`config.mk`:
```
export PLATFORM = sky130hd
export DESIGN_NAME = crc15_byte_stream_check
export DESIGN_NICKNAME = d
export VERILOG_FILES = /design/src/cbsc_pkg.sv /design/src/crc15_byte_stream_check.sv /design/src/cbsc_in_reg.sv /design/src/cbsc_accum.sv /design/src/cbsc_out_reg.sv
export VERILOG_INCLUDE_DIRS = /design/src /design/src/src
export SDC_FILE = /design/constraint.sdc
export NUM_CORES = 1
export LEC_CHECK = 0
export ABC_AREA = 0
export BUFFER_PORTS_ARGS = -buffer_cell sky130_fd_sc_hd__buf_2
export CORE_MARGIN = 10
export CORE_UTILIZATION = 35
export CTS_CLUSTER_SIZE = 12
export DETAILED_ROUTE_END_ITERATION = 7
export PLACE_DENSITY_LB_ADDON = 0.25
export SYNTH_ARGS = -nofsm -noshare
export SYNTH_HDL_FRONTEND = slang
export SYNTH_SLANG_ARGS = --single-unit
```
`constraint.sdc`:
```
create_clock -name clk -period 3.65 [get_ports clk]
set_clock_uncertainty 0.15 [all_clocks]
set_input_delay 0.5475 -clock clk [delete_from_list [all_inputs] [get_ports clk]]
set_output_delay 0.5475 -clock clk [all_outputs]
set_load 0.02 [all_outputs]
```
`src/crc15_byte_stream_check_defines.svh`:
```
// Assertion macros used by the CRC-15 byte stream check (in cbsc_accum).
// Depends on nothing; a user module must have clk and rst in scope.
`ifndef CRC15_BYTE_STREAM_CHECK_DEFINES_SVH
`define CRC15_BYTE_STREAM_CHECK_DEFINES_SVH

// Same-cycle implication, disabled during reset.
`define CBSC_ASSERT_IMP(lbl, ante, cons) \
  lbl: assert property (@(posedge clk) disable iff (rst) (ante) |-> (cons)) \
    else $error("cbsc same-cycle check failed");

// Next-cycle implication, disabled during reset.
`define CBSC_ASSERT_NEXT(lbl, ante, cons) \
  lbl: assert property (@(posedge clk) disable iff (rst) (ante) |=> (cons)) \
    else $error("cbsc next-cycle check failed");

`endif

```
`src/cbsc_pkg.sv`:
```
// Types, constants and functions of the CRC-15 byte stream check.
// Used by every module of the block; depends on nothing.
package cbsc_pkg;

  localparam logic [15:0] CRC_POLY         = 16'hC599;
  localparam logic [8:0]  COUNT_MAX        = 9'd511;
  localparam logic [7:0]  MIN_LENGTH_RESET = 8'd3;
  localparam logic [7:0]  MAX_LENGTH_RESET = 8'd16;

  typedef enum logic [1:0] {
    STATUS_OK    = 2'd0,
    STATUS_SHORT = 2'd1,
    STATUS_LONG  = 2'd2
  } length_status_t;

  typedef enum logic [0:0] {
    REG_MIN_LENGTH = 1'b0,
    REG_MAX_LENGTH = 1'b1
  } cfg_index_t;

  typedef struct packed {
    logic       last_byte;
    logic [7:0] data_byte;
  } item_t;

  typedef struct packed {
    logic           remainder_zero;
    logic [7:0]     check_low;
    logic [7:0]     check_high;
    length_status_t length_status;
  } result_t;

  // Eight steps of the long division, bit 0 of the byte entering first.
  function automatic logic [15:0] divide_byte(input logic [15:0] rem_in,
                                              input logic [7:0] data);
    logic [15:0] rem;
    rem = rem_in;
    for (int i = 0; i < 8; i++) begin
      rem = {rem[14:0], data[i]};
      if (rem[15]) begin
        rem = rem ^ CRC_POLY;
      end
    end
    return rem;
  endfunction

  function automatic logic [7:0] reverse8(input logic [7:0] v);
    logic [7:0] r;
    for (int i = 0; i < 8; i++) begin
      r[7 - i] = v[i];
    end
    return r;
  endfunction

endpackage

```
`src/crc15_byte_stream_check.sv`:
```
// CRC-15 (polynomial 0xC599) byte stream check, bits taken LSB first.
// The slave stream carries message bytes with tlast on the final byte of a
// message. Each byte is registered, divided by an unrolled eight-step
// division, and counted (saturating at 511). On the last byte one result
// goes to the master stream: length status against min_length and max_length
// (both counting the two check bytes), the two remainder bytes bit-reversed
// for appending and a flag for a zero remainder (these three are zero when
// the length is out of range). Throughput is one byte per clock while no
// last byte waits for the output register. A result is offered on the master
// side after its last byte passes the input register and the division, and is
// held in the output register until it is taken. Configuration is a plain
// write port: index 0 is min_length (reset 3), index 1 is max_length (reset
// 16); write only while no message is in flight.
// Reset clears the remainder, the count and both valid flags. When the
// receiver stalls, the held result stays; non-last bytes keep flowing until
// a second last byte reaches the division, which then waits and backs up the
// slave side through tready.
module crc15_byte_stream_check (
  input  logic        clk,
  input  logic        rst,
  input  logic        s_axis_tvalid,
  output logic        s_axis_tready,
  input  logic [7:0]  s_axis_tdata,   // [7:0] data_byte
  input  logic        s_axis_tlast,   // last_byte
  output logic        m_axis_tvalid,
  input  logic        m_axis_tready,
  // [1:0] length_status, [9:2] check_high, [17:10] check_low,
  // [18] remainder_zero, [23:19] zero
  output logic [23:0] m_axis_tdata,
  input  logic        cfg_wr_en,
  input  logic [0:0]  cfg_index,
  input  logic [7:0]  cfg_data
);
  import cbsc_pkg::*;

  item_t   s_item;
  item_t   item;
  logic    item_valid;
  logic    advance;
  logic    out_free;
  logic    res_valid;
  result_t res;
  result_t m_res;

  assign s_item = '{last_byte: s_axis_tlast, data_byte: s_axis_tdata};

  cbsc_in_reg u_in_reg (
    .clk        (clk),
    .rst        (rst),
    .s_valid    (s_axis_tvalid),
    .s_ready    (s_axis_tready),
    .s_item     (s_item),
    .advance    (advance),
    .item_valid (item_valid),
    .item       (item)
  );

  cbsc_accum u_accum (
    .clk        (clk),
    .rst        (rst),
    .cfg_wr_en  (cfg_wr_en),
    .cfg_index  (cfg_index_t'(cfg_index)),
    .cfg_data   (cfg_data),
    .item_valid (item_valid),
    .item       (item),
    .out_free   (out_free),
    .advance    (advance),
    .res_valid  (res_valid),
    .res        (res)
  );

  cbsc_out_reg u_out_reg (
    .clk       (clk),
    .rst       (rst),
    .res_valid (res_valid),
    .res       (res),
    .out_free  (out_free),
    .m_valid   (m_axis_tvalid),
    .m_ready   (m_axis_tready),
    .m_res     (m_res)
  );

  assign m_axis_tdata = {5'd0, m_res.remainder_zero, m_res.check_low,
                         m_res.check_high, m_res.length_status};

endmodule

```
`src/cbsc_in_reg.sv`:
```
// Input register of the CRC-15 byte stream check.
// Depends on cbsc_pkg for the item type.
module cbsc_in_reg (
  input  logic           clk,
  input  logic           rst,
  input  logic           s_valid,
  output logic           s_ready,
  input  cbsc_pkg::item_t s_item,
  input  logic           advance,
  output logic           item_valid,
  output cbsc_pkg::item_t item
);
  import cbsc_pkg::*;

  logic valid;

  // A held item leaves in the same cycle that a new one enters.
  assign s_ready    = !valid || advance;
  assign item_valid = valid;

  always_ff @(posedge clk) begin
    if (rst) begin
      valid <= 1'b0;
    end else if (s_valid && s_ready) begin
      valid <= 1'b1;
    end else if (advance) begin
      valid <= 1'b0;
    end
  end

  always_ff @(posedge clk) begin
    if (s_valid && s_ready) begin
      item <= s_item;
    end
  end

endmodule

```
`src/cbsc_accum.sv`:
```
// Running CRC-15 remainder, saturating byte count, length limits and result
// build of the CRC-15 byte stream check. Depends on cbsc_pkg and the macros.
`include "crc15_byte_stream_check_defines.svh"

module cbsc_accum (
  input  logic                 clk,
  input  logic                 rst,
  input  logic                 cfg_wr_en,
  input  cbsc_pkg::cfg_index_t cfg_index,
  input  logic [7:0]           cfg_data,
  input  logic                 item_valid,
  input  cbsc_pkg::item_t      item,
  input  logic                 out_free,
  output logic                 advance,
  output logic                 res_valid,
  output cbsc_pkg::result_t    res
);
  import cbsc_pkg::*;

  logic [7:0]  min_length;
  logic [7:0]  max_length;
  logic [15:0] crc_remainder;
  logic [15:0] crc_remainder_next;
  logic [8:0]  byte_count;
  logic [8:0]  byte_count_next;
  logic [15:0] rem_new;
  logic [8:0]  count_new;

  always_ff @(posedge clk) begin
    if (rst) begin
      min_length <= MIN_LENGTH_RESET;
      max_length <= MAX_LENGTH_RESET;
    end else if (cfg_wr_en) begin
      unique case (cfg_index)
        REG_MIN_LENGTH: min_length <= cfg_data;
        REG_MAX_LENGTH: max_length <= cfg_data;
        default:        ;
      endcase
    end
  end

  // A last byte waits until the output register can take its result.
  assign advance   = item_valid && (!item.last_byte || out_free);
  assign res_valid = advance && item.last_byte;

  assign rem_new   = divide_byte(crc_remainder, item.data_byte);
  assign count_new = (byte_count == COUNT_MAX) ? byte_count : byte_count + 9'd1;

  always_comb begin
    crc_remainder_next = crc_remainder;
    byte_count_next    = byte_count;
    if (advance) begin
      if (item.last_byte) begin
        crc_remainder_next = '0;
        byte_count_next    = '0;
      end else begin
        crc_remainder_next = rem_new;
        byte_count_next    = count_new;
      end
    end
  end

  always_ff @(posedge clk) begin
    if (rst) begin
      crc_remainder <= '0;
      byte_count    <= '0;
    end else begin
      crc_remainder <= crc_remainder_next;
      byte_count    <= byte_count_next;
    end
  end

  // Shortness wins when both limits are violated.
  always_comb begin
    res = '{remainder_zero: 1'b0, check_low: 8'd0, check_high: 8'd0,
            length_status: STATUS_OK};
    if (count_new < {1'b0, min_length}) begin
      res.length_status = STATUS_SHORT;
    end else if (count_new > {1'b0, max_length}) begin
      res.length_status = STATUS_LONG;
    end else begin
      res.check_high     = reverse8(rem_new[15:8]);
      res.check_low      = reverse8(rem_new[7:0]);
      res.remainder_zero = (rem_new == 16'd0);
    end
  end

  `CBSC_ASSERT_NEXT(a_clear_after_last, res_valid, (crc_remainder == 16'd0) && (byte_count == 9'd0))
  `CBSC_ASSERT_IMP(a_bad_length_no_check, res_valid && (res.length_status != STATUS_OK), (res.check_high == 8'd0) && (res.check_low == 8'd0) && !res.remainder_zero)
  `CBSC_ASSERT_IMP(a_top_bit_reduced, 1'b1, !crc_remainder[15])
  `CBSC_ASSERT_IMP(a_result_has_room, res_valid, out_free)

endmodule

```
`src/cbsc_out_reg.sv`:
```
// Output register of the CRC-15 byte stream check: holds one result until
// the receiver takes it. Depends on cbsc_pkg for the result type.
module cbsc_out_reg (
  input  logic              clk,
  input  logic              rst,
  input  logic              res_valid,
  input  cbsc_pkg::result_t res,
  output logic              out_free,
  output logic              m_valid,
  input  logic              m_ready,
  output cbsc_pkg::result_t m_res
);
  import cbsc_pkg::*;

  logic valid;

  assign out_free = !valid || m_ready;
  assign m_valid  = valid;

  always_ff @(posedge clk) begin
    if (rst) begin
      valid <= 1'b0;
    end else if (res_valid) begin
      valid <= 1'b1;
    end else if (m_ready) begin
      valid <= 1'b0;
    end
  end

  always_ff @(posedge clk) begin
    if (res_valid) begin
      m_res <= res;
    end
  end

endmodule

```
==> results.toml, run 1 <==
[timing]
maxSlewViolCount = 0
final-setup-viol-count = 0
grt_setup_unrepaired = "false"
worst-slew-pin-transition_ps = 1140
setup_tns_ps = 0
fin_crit_share_pct = 88.2
timing.max_slew.rel_slack_pct = 23.8
finalWorstPathRequiredPeriod_ps = 3220
timing.final.hold_violations = 0
achievable-frequency_mhz = 311

[synth]
synth.yosys.seq_area_share_pct = 46.5
synth_enable_flop_cells = 27
number_of_register_bits_inferred_by_synthesis = 69
synth_top_cell_area_share_pct = 23.7
synthCells = 365
syn-cell-area_mm2 = 0.00355
synthesis.area_per_instance_um2 = 9.73
synth_async_sr_flop_share_pct = 0
synthDominantAreaCellType = "sky130_fd_sc_hd__dfxtp_1"
synth_top_cells_by_area = "sky130_fd_sc_hd__dfxtp_1 (24%), sky130_fd_sc_hd__edfxtp_1 (23%), sky130_fd_sc_hd__xnor2_1 (8.9%)"
yosysWarnings = 0
main_synth_ff_type = "sky130_fd_sc_hd__dfxtp_1"
ys_types = 44

[drt]
drc = 0
routedWlPerCell_um = 14.7
ant_nets = 0
post_drt_via_cell_ratio = 4.90
vias = 2629
drt_first_pass_iters = 4
detail_route.iter0.violations = 151
totalWireLength_um = 7900

[global_routing]
first_global_vias = 2693
overflow = 0
grt_pass1_wl_um = 13400
antenna_found_initial = 0
grt_max_degree = 43
grt_use_total_pct = 11.4
grt.met1_usage_pct = 15.6
met2_usage_pct = 16.1
met3_usage_pct = 3.35
most_heavily_used_metal_layer_in_global_routing = "met2"

[setup_path]
crit_path_max_fanout = 17
worst_path_max_delay_cell = "sky130_fd_sc_hd__dfxtp_1"
crit_path_cell_trace = "ha_1 > and2_1 > nand4_1 > mux2_2 > ha_1 > nor2b_1 > o21a_1 > o21ai_1 > a211oi_1 > o22a_2 > nor4_1"
critical_path.startpoint_type = "register"
timing_worst_setup_path_type = "reg -> reg"
timing.reg2reg.worst_path_depth = 11
critPathMaxStageDelay_ps = 430
worstPathBufferInverterCount = 0
cell_class_contributing_the_biggest_share_of_worst_path_delay = "simple AND/OR/NAND/NOR gates"
cp.depth = 11
crit_top_cell = "sky130_fd_sc_hd__ha_1"
cp.arrival_ps = 3240
critPathCaptureType = "register"
worst_path_required_ps = 3680

[clock_tree]
clockRootBuffer = "sky130_fd_sc_hd__clkbuf_8"
worst_skew_pair.late_latency_ps = 350
ctsResizeCount = 0
holdBufCountCts = 0
tritoncts_clock_tree = "built"
cts.htree.levels = 3
cts.path.max_buffers = 2
cts_inserted_buffers = 9
tritoncts_num_sinks = 69
cts_post_setup_buffers_inserted = 0
cts.clk_slew.worst_paths_ps = 80

[outcome]
status = "finished clean"

[final_layout]
final_nets = 438
antenna-diode-count = 0
final_layout_size_suffix_gt1_share_pct = 16.8
layout.cells.non_filler = 537
layout-area-overhead-vs-synth_pct = 14.6

[floorplan]
initial_utilization_pct = 36.2
dieArea_mm2 = 0.0146
std_cell_rows = 36
die_width_um = 121
die_height_um = 121
core_mm2 = 0.00982
io_pins = 49

[run]
drv.max_cap_violation_count = 0

[placement]
dp_hpwl_um = 5850
port_buffers = 42
gp_congestion = 0.808
placedCellCount = 521

[power]
vdd_drop_max_mv = 0.150
p_leak_nw = 1.56
powerDensity_mw_per_mm2 = 445

[hold_path]
min-delay-path-class = "in -> reg"
worst_hold_path.num_cells = 1
routing by layer:
| metal | wire (µm) | share of wire, % | vias up |
|---|---|---|---|
| met2 | 3280 | 42 | 47 |
| li1 | - | - | 1335 |
| met3 | 350 | 4.4 | 8 |
| met1 | 4130 | 52 | 1239 |
| met4 | 132 | 1.7 | 0 |
| met5 | 0 | 0 | - |
cells by family (layout without fill, tap and decap cells):
| group | Yosys count | count (layout) | share of synthesized area, % |
|---|---|---|---|
| DFF | 69 | 69 | 46.5 |
| xor gates and xnor gates | 51 | 51 | 13.6 |
| and+or+nand+nor | 119 | 119 | 16.6 |
| other | 1 | 6 | 0.106 |
| muxes | 3 | 3 | 0.881 |
| buffers and inverters | 43 | 77 | 5.25 |
| AOI/OAI and AO/OA | 63 | 63 | 11.4 |
| adders and majority gates | 16 | 16 | 5.64 |
final timing paths:
path / start / endpoint / slack [ps]
setup reg to reg: u_accum.byte_count[0] / u_out_reg.m_res[18] / 430
hold / removal: s_axis_tdata[6] / u_in_reg.item[6] / 220
setup / recovery: u_accum.byte_count[0] / u_out_reg.m_res[18] / 430
hold reg to reg: u_accum.min_length[7] / u_accum.min_length[7] / 310
power by group:
group	total, mW	internal [mW]	leakage [nW]	switching, mW
combinational	0.264	0.105	0.848	0.159
clock	0.695	0.403	0.107	0.292
sequential	0.851	0.831	0.601	0.0206
total	1.81	1.34	1.56	0.472
layout by cell type, fill, tap and decap left out, types with 4 or more instances in the layout:
cell                       count
sky130_fd_sc_hd__a21oi_1      23
sky130_fd_sc_hd__a22oi_1      16
sky130_fd_sc_hd__buf_2        42
sky130_fd_sc_hd__clkbuf_8     10
sky130_fd_sc_hd__conb_1        6
sky130_fd_sc_hd__dfxtp_1      42
sky130_fd_sc_hd__edfxtp_1     27
sky130_fd_sc_hd__ha_1         16
sky130_fd_sc_hd__inv_1        16
sky130_fd_sc_hd__nand2_1      35
sky130_fd_sc_hd__nand3_1       9
sky130_fd_sc_hd__nand4_1       4
sky130_fd_sc_hd__nor2_1       28
sky130_fd_sc_hd__nor3_1        7
sky130_fd_sc_hd__nor3b_1      11
sky130_fd_sc_hd__nor4_1        5
sky130_fd_sc_hd__o21ai_1       4
sky130_fd_sc_hd__or3_1         4
sky130_fd_sc_hd__xnor2_1      36
sky130_fd_sc_hd__xor2_1       11
layout make-up:
cell class                      count  area, µm²
Timing Repair Buffer               45        233
Sequential cell                    69       1650
Tap cell                          133        166
Fill cell                        1000       5750
Clock inverter                      4       72.6
Inverter                           16       60.1
Clock buffer                       12        145
Multi-Input combinational cell    258       1740
through the flow:
step	area, µm²	hold WS [ps]	total power [mW]	setup slack, ps	util, %
final	4070	219	1.81	432	41.5
after global routing	4070	197	1.89	21.9	41.5
after CTS	4060	198	1.83	257	41.4
after detailed placement	3840	301	1.13	275	39.1
after global placement	3840	294	1.13	346	39.1
after floorplan	3570	285	1.07	326	-
worst reg2reg max path, stage by stage, from the launching register on:
cell and delay (ps):
sky130_fd_sc_hd__dfxtp_1 430, sky130_fd_sc_hd__ha_1 240, sky130_fd_sc_hd__and2_1 160, sky130_fd_sc_hd__nand4_1 240, sky130_fd_sc_hd__mux2_2 380, sky130_fd_sc_hd__ha_1 290
sky130_fd_sc_hd__nor2b_1 130, sky130_fd_sc_hd__o21a_1 160, sky130_fd_sc_hd__o21ai_1 120, sky130_fd_sc_hd__a211oi_1 90, sky130_fd_sc_hd__o22a_2 360, sky130_fd_sc_hd__nor4_1 310
state kept, by name (all words and copies together) (netlist names):
signal                 count
u_in_reg.item_valid        1
u_in_reg.item              9
u_out_reg.m_res           18
u_accum.max_length         8
u_accum.min_length         8
u_out_reg.m_valid          1
u_accum.byte_count         9
u_accum.crc_remainder     15
cells in the mapped netlist (3+ instances only):
master	n
sky130_fd_sc_hd__dfxtp_1	42
sky130_fd_sc_hd__nand2_1	36
sky130_fd_sc_hd__xnor2_1	36
sky130_fd_sc_hd__nor2_1	28
sky130_fd_sc_hd__edfxtp_1	27
sky130_fd_sc_hd__a21oi_1	23
sky130_fd_sc_hd__clkbuf_1	19
sky130_fd_sc_hd__a22oi_1	16
sky130_fd_sc_hd__ha_1	16
sky130_fd_sc_hd__inv_1	16
sky130_fd_sc_hd__nor3b_1	11
sky130_fd_sc_hd__xor2_1	11
sky130_fd_sc_hd__nand3_1	9
sky130_fd_sc_hd__nor3_1	7
sky130_fd_sc_hd__buf_4	6
sky130_fd_sc_hd__nor4_1	5
sky130_fd_sc_hd__a31oi_1	4
sky130_fd_sc_hd__nand4_1	4
sky130_fd_sc_hd__o21ai_1	4
sky130_fd_sc_hd__or3_1	4
sky130_fd_sc_hd__a211o_1	3
sky130_fd_sc_hd__and3_1	3
sky130_fd_sc_hd__nor2b_1	3
sky130_fd_sc_hd__o21a_1	3
sky130_fd_sc_hd__xnor2_2	3
No activity file was read; power rests on OpenSTA's default activity.
==> run 2, diff against run 1 <==
--- a/config.mk
+++ b/config.mk
@@ -6,10 +6,10 @@
 export SDC_FILE = /design/constraint.sdc
 export NUM_CORES = 1
 export LEC_CHECK = 0
-export ABC_AREA = 0
+export ABC_AREA = 1
 export BUFFER_PORTS_ARGS = -buffer_cell sky130_fd_sc_hd__buf_2
 export CORE_MARGIN = 10
-export CORE_UTILIZATION = 35
+export CORE_UTILIZATION = 40
 export CTS_CLUSTER_SIZE = 12
 export DETAILED_ROUTE_END_ITERATION = 7
 export PLACE_DENSITY_LB_ADDON = 0.25
==> results.toml, run 2 <==
[outcome]
status = "finished clean"

[drt]
drc = 0
routedWlPerCell_um = 13.1
vias = 2967
post_drt_via_cell_ratio = 4.72
detail_route.iter0.violations = 166
drt_first_pass_iters = 4
ant_nets = 0
totalWireLength_um = 8240

[setup_path]
timing_worst_setup_path_type = "reg -> reg"
crit_path_max_fanout = 16
worst_path_required_ps = 3610
critPathCaptureType = "register"
cp.arrival_ps = 3100
critical_path.startpoint_type = "register"

[global_routing]
met3_usage_pct = 3.12
most_heavily_used_metal_layer_in_global_routing = "met2"
grt_pass1_wl_um = 14000
grt.met1_usage_pct = 17.0
overflow = 0
grt_max_degree = 27
first_global_vias = 2928
antenna_found_initial = 0
grt_use_total_pct = 12.2
met2_usage_pct = 17.1

[timing]
timing.final.hold_violations = 0
final-setup-viol-count = 0
achievable-frequency_mhz = 319
fin_crit_share_pct = 85.8
setup_tns_ps = 0
worst-slew-pin-transition_ps = 769
timing.max_slew.rel_slack_pct = 48.7
finalWorstPathRequiredPeriod_ps = 3130
grt_setup_unrepaired = "false"
maxSlewViolCount = 0

[synth]
synth_most_common_cell = "sky130_fd_sc_hd__nand2_1"
synth.yosys.seq_area_share_pct = 43.1
syn-cell-area_mm2 = 0.00383
synth_top_cell_area_share_pct = 21.9
yosysWarnings = 0
synthCells = 456
synthesis.area_per_instance_um2 = 8.41
number_of_register_bits_inferred_by_synthesis = 69
main_synth_ff_type = "sky130_fd_sc_hd__dfxtp_1"
synth_commonest_cells = "sky130_fd_sc_hd__nand2_1 (97), sky130_fd_sc_hd__inv_1 (50), sky130_fd_sc_hd__a21oi_1 (47)"
synth_async_sr_flop_share_pct = 0
synthDominantAreaCellType = "sky130_fd_sc_hd__dfxtp_1"
ys_types = 38
synth_top_cells_by_area = "sky130_fd_sc_hd__dfxtp_1 (22%), sky130_fd_sc_hd__edfxtp_1 (21%), sky130_fd_sc_hd__nand2_1 (9.5%)"
synth_enable_flop_cells = 27

[clock_tree]
tritoncts_clock_tree = "built"
ctsResizeCount = 0
tritoncts_num_sinks = 69
cts.clk_slew.worst_paths_ps = 80
cts_inserted_buffers = 9
holdBufCountCts = 0
cts_post_setup_buffers_inserted = 0
worst_skew_pair.late_latency_ps = 340
clockRootBuffer = "sky130_fd_sc_hd__clkbuf_8"
cts.htree.levels = 3
cts.path.max_buffers = 2

[floorplan]
die_height_um = 118
dieArea_mm2 = 0.0139
die_width_um = 118
core_mm2 = 0.00928
io_pins = 49
initial_utilization_pct = 41.3
std_cell_rows = 35

[placement]
port_buffers = 42
dp_hpwl_um = 6240
gp_congestion = 0.901
placedCellCount = 613
placement.cell_area_mm2 = 0.00411

[power]
power.net_switching_uw = 952
cell_internal_pwr_mw = 1.59
seq_pwr_share_pct = 34.8
p_leak_nw = 1.86
switching_fraction_pct = 37.5
powerDensity_mw_per_mm2 = 584
clock_power_share_pct = 29.6
vdd_drop_max_mv = 0.208
combinational_fraction_of_design_power_pct = 35.6
total_power_mw = 2.54

[final_layout]
final_nets = 534
largest_reg_flops = 18
reg_top3 = "u_out_reg.m_res: 18 flops, u_accum.crc_remainder: 15 flops"
antenna-diode-count = 0
layout.cells.non_filler = 629
finish.instance_area_mm2 = 0.00434
final_cell_mix = "sky130_fd_sc_hd__nand2_1 (97), sky130_fd_sc_hd__inv_1 (50), sky130_fd_sc_hd__a21oi_1 (47), sky130_fd_sc_hd__buf_2 (42), sky130_fd_sc_hd__dfxtp_1 (42)"
top_register = "u_out_reg.m_res"
layout.area.seq_mm2 = 0.00165
fillers = 930
layout_commonest_cell = "sky130_fd_sc_hd__nand2_1"
multi_input_comb_area_mm2 = 0.00185
layout-area-overhead-vs-synth_pct = 13.3
final_layout_size_suffix_gt1_share_pct = 19.4

[hold_path]
min-delay-path-class = "in -> reg"

[run]
drv.max_cap_violation_count = 0
run 2: changes by cell type in the layout (fill, tap and decap cells not counted), sizes merged, moves of 6 or more:
| cell | delta |
|---|---|
| nor2 | +7 |
| inv | +40 |
| nand3 | +26 |
| nor3b | -11 |
| xor2 | +6 |
| a22oi | -16 |
| nand2 | +75 |
| xnor2 | -29 |
| o21ai | +9 |
| a21oi | +26 |
run 2: cells by family (layout without fill, tap and decap cells):
group,after synthesis,after routing,share of synthesized area [%]
compound gates,72,72,10.3
xor+xnor,28,28,7.44
fa+ha+maj,16,16,5.22
buf+inv,78,117,9.11
flops,69,69,43.1
other cells,1,6,0.0978
simple gates,192,192,24.8
run 2: power groups by stage:
stage | clock network [mW] | logic (mW) | registers, mW
after floorplan | 0 | 0.713 | 0.892
after global placement | 0 | 0.884 | 0.901
after detailed placement | 0 | 0.887 | 0.901
after CTS | 0.762 | 0.892 | 0.884
after global routing | 0.803 | 1.01 | 0.890
final | 0.750 | 0.904 | 0.883
run 2: cell type report:
cell class	instances	area share [%]
timing repair buffer	44	5.18
clock inverter	7	2.62
inverter	57	4.98
clock buffer	9	2.85
tap	129	3.72
sequential	69	38.0
multi-input combinational	314	42.6
run 2: path summary, 6_finish.rpt:
| kind | from | to | slack, ps | cells past startpoint |
|---|---|---|---|---|
| max | u_accum.byte_count[0] | u_out_reg.m_res[18] | 520 | 16 |
| min | s_axis_tdata[7] | u_in_reg.item[7] | 220 | 1 |
| max reg2reg | u_accum.byte_count[0] | u_out_reg.m_res[18] | 520 | 16 |
| min reg2reg | u_accum.min_length[0] | u_accum.min_length[0] | 320 | 2 |
run 2: per-stage QoR:
step                hold WS [ps]  setup slack, ps  utilization, %
floorplan                    279              960               -
global placement             307              664            44.2
detailed placement           305              562            44.2
CTS                          206              562            46.8
global route                 202              189            46.8
finish                       221              518            46.8
run 2: critical path: stages (launching register included):
cell and delay, ps:
sky130_fd_sc_hd__dfxtp_1 390, sky130_fd_sc_hd__ha_1 210, sky130_fd_sc_hd__inv_1 60, sky130_fd_sc_hd__nor2_2 190, sky130_fd_sc_hd__nand3_2 210, sky130_fd_sc_hd__a21oi_1 310
sky130_fd_sc_hd__ha_1 310, sky130_fd_sc_hd__a21oi_1 160, sky130_fd_sc_hd__nor2_1 50, sky130_fd_sc_hd__a211oi_1 230, sky130_fd_sc_hd__nor2_1 90, sky130_fd_sc_hd__nor2_1 120
sky130_fd_sc_hd__nand2_2 80, sky130_fd_sc_hd__nand2_4 170, sky130_fd_sc_hd__nor2_1 60, sky130_fd_sc_hd__nand3_1 60, sky130_fd_sc_hd__nor2_1 40
run 2: routing by layer:
layer / part of all wire (%) / up-vias
li1: - / 1550
met1: 52 / 1349
met2: 42 / 59
met3: 5.0 / 9
met4: 1.4 / 0
met5: 0 / -
